==> config.mk <==
export PLATFORM = sky130hd
export DESIGN_NAME = fws_ctrl
export DESIGN_NICKNAME = d
export VERILOG_FILES = /design/src/design/fws_pkg.sv /design/src/design/fws_ctrl.sv
export SDC_FILE = /design/constraint.sdc
export NUM_CORES = 1
export LEC_CHECK = 0
export BUFFER_PORTS_ARGS = -buffer_cell sky130_fd_sc_hd__buf_2
export CORE_AREA = 2 2 39 41
export CTS_BUF_LIST = sky130_fd_sc_hd__clkbuf_8 sky130_fd_sc_hd__clkbuf_16
export DETAILED_ROUTE_END_ITERATION = 10
export DIE_AREA = 0 0 41 43
export SLEW_MARGIN = 30
export SYNTH_ARGS = -nofsm -noshare
export SYNTH_HDL_FRONTEND = slang
export SYNTH_SLANG_ARGS = --single-unit
==> constraint.sdc <==
create_clock -name clock -period 1.9 [get_ports clock]
set_input_delay 0.38 -clock clock [delete_from_list [all_inputs] [get_ports clock]]
set_output_delay 0.38 -clock clock [all_outputs]
set_load 0.05 [all_outputs]
==> src/design/fws_pkg.sv <==
// Shared types and constants for the weighted sampler.
package fws_pkg;

   localparam int INDEX_W     = 10;
   localparam int WEIGHT_IN_W = 32;
   localparam int FRAC_W      = 32;
   localparam int TOTAL_W     = 42;

   localparam logic KIND_SET    = 1'b0;
   localparam logic KIND_SAMPLE = 1'b1;

   typedef struct packed {
      logic                   kind;
      logic [INDEX_W-1:0]     entry_index;
      logic [WEIGHT_IN_W-1:0] new_weight;
      logic [FRAC_W-1:0]      random_fraction;
   } req_type;

   typedef struct packed {
      logic [INDEX_W-1:0] sampled_index;
      logic [TOTAL_W-1:0] total_weight;
   } rsp_type;

   typedef struct packed {
      logic clear;
      logic load;
      logic set_read;
      logic set_diff;
      logic set_walk;
      logic smp_mul;
      logic smp_sum;
      logic smp_walk;
      logic rsp_load;
   } cmd_type;

   typedef struct packed {
      logic clear_last;
      logic in_range;
      logic walk_last;
      logic step_last;
   } status_type;

endpackage

==> src/design/fws_ctrl.sv <==
// Controller: sequences clearing, weight updates, sampling and result handoff.
module fws_ctrl (
   input  logic                clock,
   input  logic                reset,
   input  logic                req_valid,
   input  logic                req_kind,
   input  logic                rsp_stall,
   input  fws_pkg::status_type status,
   output logic                req_stall,
   output logic                rsp_valid,
   output fws_pkg::cmd_type    cmd
);
   import fws_pkg::*;

   typedef enum logic [3:0] {
      ST_CLEAR,
      ST_IDLE,
      ST_SET_READ,
      ST_SET_DIFF,
      ST_SET_WALK,
      ST_SMP_MUL,
      ST_SMP_SUM,
      ST_SMP_WALK,
      ST_FINISH
   } state_type;

   state_type state_ff;
   state_type state_in;
   logic      rsp_valid_ff;
   logic      rsp_valid_in;
   logic      rsp_free;

   assign rsp_free = !rsp_valid_ff || !rsp_stall;

   always_comb begin
      cmd          = '0;
      state_in     = state_ff;
      rsp_valid_in = rsp_valid_ff && rsp_stall;
      unique case (state_ff)
         ST_CLEAR: begin
            cmd.clear = 1'b1;
            if (status.clear_last) begin
               state_in = ST_IDLE;
            end
         end
         ST_IDLE: begin
            if (req_valid) begin
               cmd.load = 1'b1;
               state_in = (req_kind == KIND_SAMPLE) ? ST_SMP_MUL : ST_SET_READ;
            end
         end
         ST_SET_READ: begin
            cmd.set_read = 1'b1;
            state_in     = status.in_range ? ST_SET_DIFF : ST_FINISH;
         end
         ST_SET_DIFF: begin
            cmd.set_diff = 1'b1;
            state_in     = ST_SET_WALK;
         end
         ST_SET_WALK: begin
            cmd.set_walk = 1'b1;
            if (status.walk_last) begin
               state_in = ST_FINISH;
            end
         end
         ST_SMP_MUL: begin
            cmd.smp_mul = 1'b1;
            state_in    = ST_SMP_SUM;
         end
         ST_SMP_SUM: begin
            cmd.smp_sum = 1'b1;
            state_in    = ST_SMP_WALK;
         end
         ST_SMP_WALK: begin
            cmd.smp_walk = 1'b1;
            if (status.step_last) begin
               state_in = ST_FINISH;
            end
         end
         ST_FINISH: begin
            // Hold until the output register is free.
            if (rsp_free) begin
               cmd.rsp_load = 1'b1;
               rsp_valid_in = 1'b1;
               state_in     = ST_IDLE;
            end
         end
         default: begin
            state_in = ST_CLEAR;
         end
      endcase
   end

   always_ff @(posedge clock) begin
      if (reset) begin
         state_ff     <= ST_CLEAR;
         rsp_valid_ff <= 1'b0;
      end else begin
         state_ff     <= state_in;
         rsp_valid_ff <= rsp_valid_in;
      end
   end

   assign req_stall = state_ff != ST_IDLE;
   assign rsp_valid = rsp_valid_ff;

endmodule
==> out/qor.csv <==
stage,metric,value,unit
critical_path,crit path kind,flip-flop to primary output,
sta,Slew Limit Fails,0,
critical_path,crit path max fanout,7,
placement,gpl congestion,0.7696,
synth,register area share after synthesis,24.02,%
sta,final hold viol count,0,
floorplan,Core ar.,1384,um^2
global_routing,number of global-route vias before repair,451,
critical_path,Startpoint Class,flip-flop,
sta,final setup fails,0,
synth,Yosys warnings,0,
sta,max frequency,556.9,MHz
synth,Syn Inst Count,58,
critical_path,list of cells traversed by the critical path,or4b_4 -> a21oi_2 -> buf_4,
sta,final worst-path cycle share,94.51,%
floorplan,die area,1763,um^2
worst_hold_path,Hold EP,rsp_valid,
cts,Root Driver,clkbuf_8,
cts,CTS max path bufs,2,
worst_hold_path,worst hold path class,input port to flip-flop,
placement,DPL Wire Length,798.3,um
sta,min Tclk post-route,1.796,ns
cells_and_area,Syn-to-layout area delta,45.95,%
pwr,Pwr Density,1104,nW/um^2
route,drt drc,0,
cells_and_area,"commonest cells after routing, fill and taps aside","17 x buf_2, 7 x nor2_1",
worst_hold_path,hold path depth,2,
global_routing,first-pass GRT wire length,1.669,mm
route,routed vias/inst,5.206,
cells_and_area,layout filler cell count,144,
floorplan,Initial Util,30.11,%
worst_hold_path,worst hold start,reset,
critical_path,reg2reg start,state_ff[3],
run_status,status,completed,
route,WL/cell,11.02,um
global_routing,initial antenna violation count,0,
route,total number of vias,505,
floorplan,IO Pins,20,
pwr,"IR drop worst, VDD",507.1,uV
synth,syn_area_per_cell,7.184,um^2
global_routing,Global Route Usage Sum,13.91,%
sta,Slew headroom,81.19,%
synth,dominant cells by area after synthesis,"dfxtp_1 24%, nand2b_1 9.0%, mux2i_1 7.2%, nor3_1 7.2%, nor2_1 6.3%",
synth,syn_nets,67,
cts,Post-CTS Resized,1,
route,"antenna viol nets, final",0,
critical_path,CP max-delay cell,or4b_4,
floorplan,row cnt,14,
critical_path,CP Data Required Time,1.52,ns
route,DR pass1 iterations,4,
sta,Max Clock Skew,0.002573,ns
cts,TritonCTS Buffers,3,
pwr,leak pwr,0.0002811,uW
critical_path,CP arrival,1.42,ns
synth,Yosys top cell by area,dfxtp_1,
sta,Worst-Margin Slew,0.2786,ns
cts,H-tree depth,1,
cells_and_area,# diodes,0,
cts,clk slew on worst S/H paths,0.04,ns
cells_and_area,ratio of cells with drive above 1 in the final layout,41.98,%
cells_and_area,NumNets Final,91,
critical_path,crit end category,primary output,
sta,RSZ-0062 raised after global routing,no,
global_routing,met2 Use GR,22.50,%
synth,"Distinct cells, synth",25,
cts,CTS Sinks,5,
critical_path,R2R depth,4,
cts,buffer count from post-CTS setup fixing,0,
cts,clk_lat worst skew,0.23,ns
global_routing,global routing usage on met3,4.712,%
synth,synthesized flop and latch total,5,
sta,TNS Setup,0,ns
cells_and_area,"most common cell after layout, fill and taps aside",buf_2,
global_routing,Top Usage Layer GRT,met2,
placement,Port Buffers,19,
floorplan,chip width,41,um
critical_path,FF-to-FF End,state_ff[1],
cts,CTS tree,done,
cts,cts hold-fix bufs,0,
global_routing,met1 Use GR,14.65,%
critical_path,CP max stage delay,0.50,ns
floorplan,Die Ht,43,um
route,final WL,1.069,mm
critical_path,flop-to-flop setup slack,0.42,ns
global_routing,maximum number of pins on one net before global-route repair,14,
global_routing,GR Overflow Total,0,
route,Detailed Route Iter0 Violations,11,
synth,Synth top area share,24.02,%
synth,mapped cell area,416.7,um^2
job,Max-cap violations,0,
pwr,total power,671.5,uW
registers in the layout (all words and copies together), names as in the netlist:
register	count
rsp_valid	1
state_ff	4
worst max path at each step:
stage	slack, ns	startpoint	endpoint	cells past startpoint
floorplan	-0.27	state_ff[1]	cmd[5]	3
global placement	0.25	state_ff[2]	cmd[4]	4
detailed placement	0.23	state_ff[3]	cmd[0]	3
CTS	0.007	state_ff[2]	cmd[4]	4
global route	0.04	state_ff[3]	cmd[0]	3
finish	0.10	state_ff[3]	cmd[0]	3
worst max-delay path, delay by kind of cell, from the launching register on:
| kind | cells | cell delay (ns) |
|---|---|---|
| and+or+nand+nor | 1 | 0.50 |
| DFF | 1 | 0.38 |
| AOI/OAI and AO/OA | 1 | 0.11 |
| buffers and inverters | 1 | 0.20 |
per-stage QoR:
| step | hold slack (ns) | utilization (%) | std cells | worst slack, ns | instance area (um^2) |
|---|---|---|---|---|---|
| floorplan | 0.4491 | - | 58 | -0.2748 | 426.7 |
| global placement | 0.5081 | 40.05 | 93 | 0.2483 | 554.3 |
| detailed placement | 0.5070 | 40.05 | 93 | 0.2305 | 554.3 |
| CTS | 0.3635 | 43.58 | 97 | 0.007450 | 603.1 |
| global route | 0.3795 | 43.94 | 97 | 0.04286 | 608.1 |
| finish | 0.3733 | 43.94 | 97 | 0.1043 | 608.1 |
kinds of logic after synthesis:
kind of cell / after synthesis / share of synthesized area (%)
simple gates: 36 / 48.95
compound gates: 9 / 13.51
flops: 5 / 24.02
buf+inv: 4 / 4.205
mux: 3 / 7.207
xor+xnor: 1 / 2.102
routing by layer:
| layer | up-vias | routed length (um) |
|---|---|---|
| met3 | 3 | 52 |
| met4 | 0 | 27 |
| met1 | 236 | 475 |
| met2 | 12 | 512 |
| li1 | 254 | - |
| met5 | - | 0 |
synthesized netlist by cell type, drive strengths merged:
cell type and n:
a211oi 1, a21oi 3, a31oi 1, and3 1
and3b 1, buf 2, clkbuf 2, dfxtp 5
mux2i 3, nand2 6, nand2b 6, nand3 1
nand3b 1, nor2 7, nor2b 3, nor3 6
nor4 1, o211ai 1, o21ai 1, o22ai 1
o311ai 1, or2 1, or4 1, or4b 1
xnor2 1
where the power goes:
group,switching (uW),total [uW],internal (uW)
Sequential,13.1,134,121
Clock,64.7,207,142
Combinational,217,331,114
cell type report:
type                            count  area [um^2]  area share, %
Clock inverter                      1        5.005         0.8230
Clock buffer                        3        41.29          6.790
Tap cell                           16        20.02          3.292
Timing Repair Buffer               23        130.1          21.40
Sequential cell                     5        102.6          16.87
Multi-Input combinational cell     49        309.0          50.82
Power figures use the tool's default switching activity.
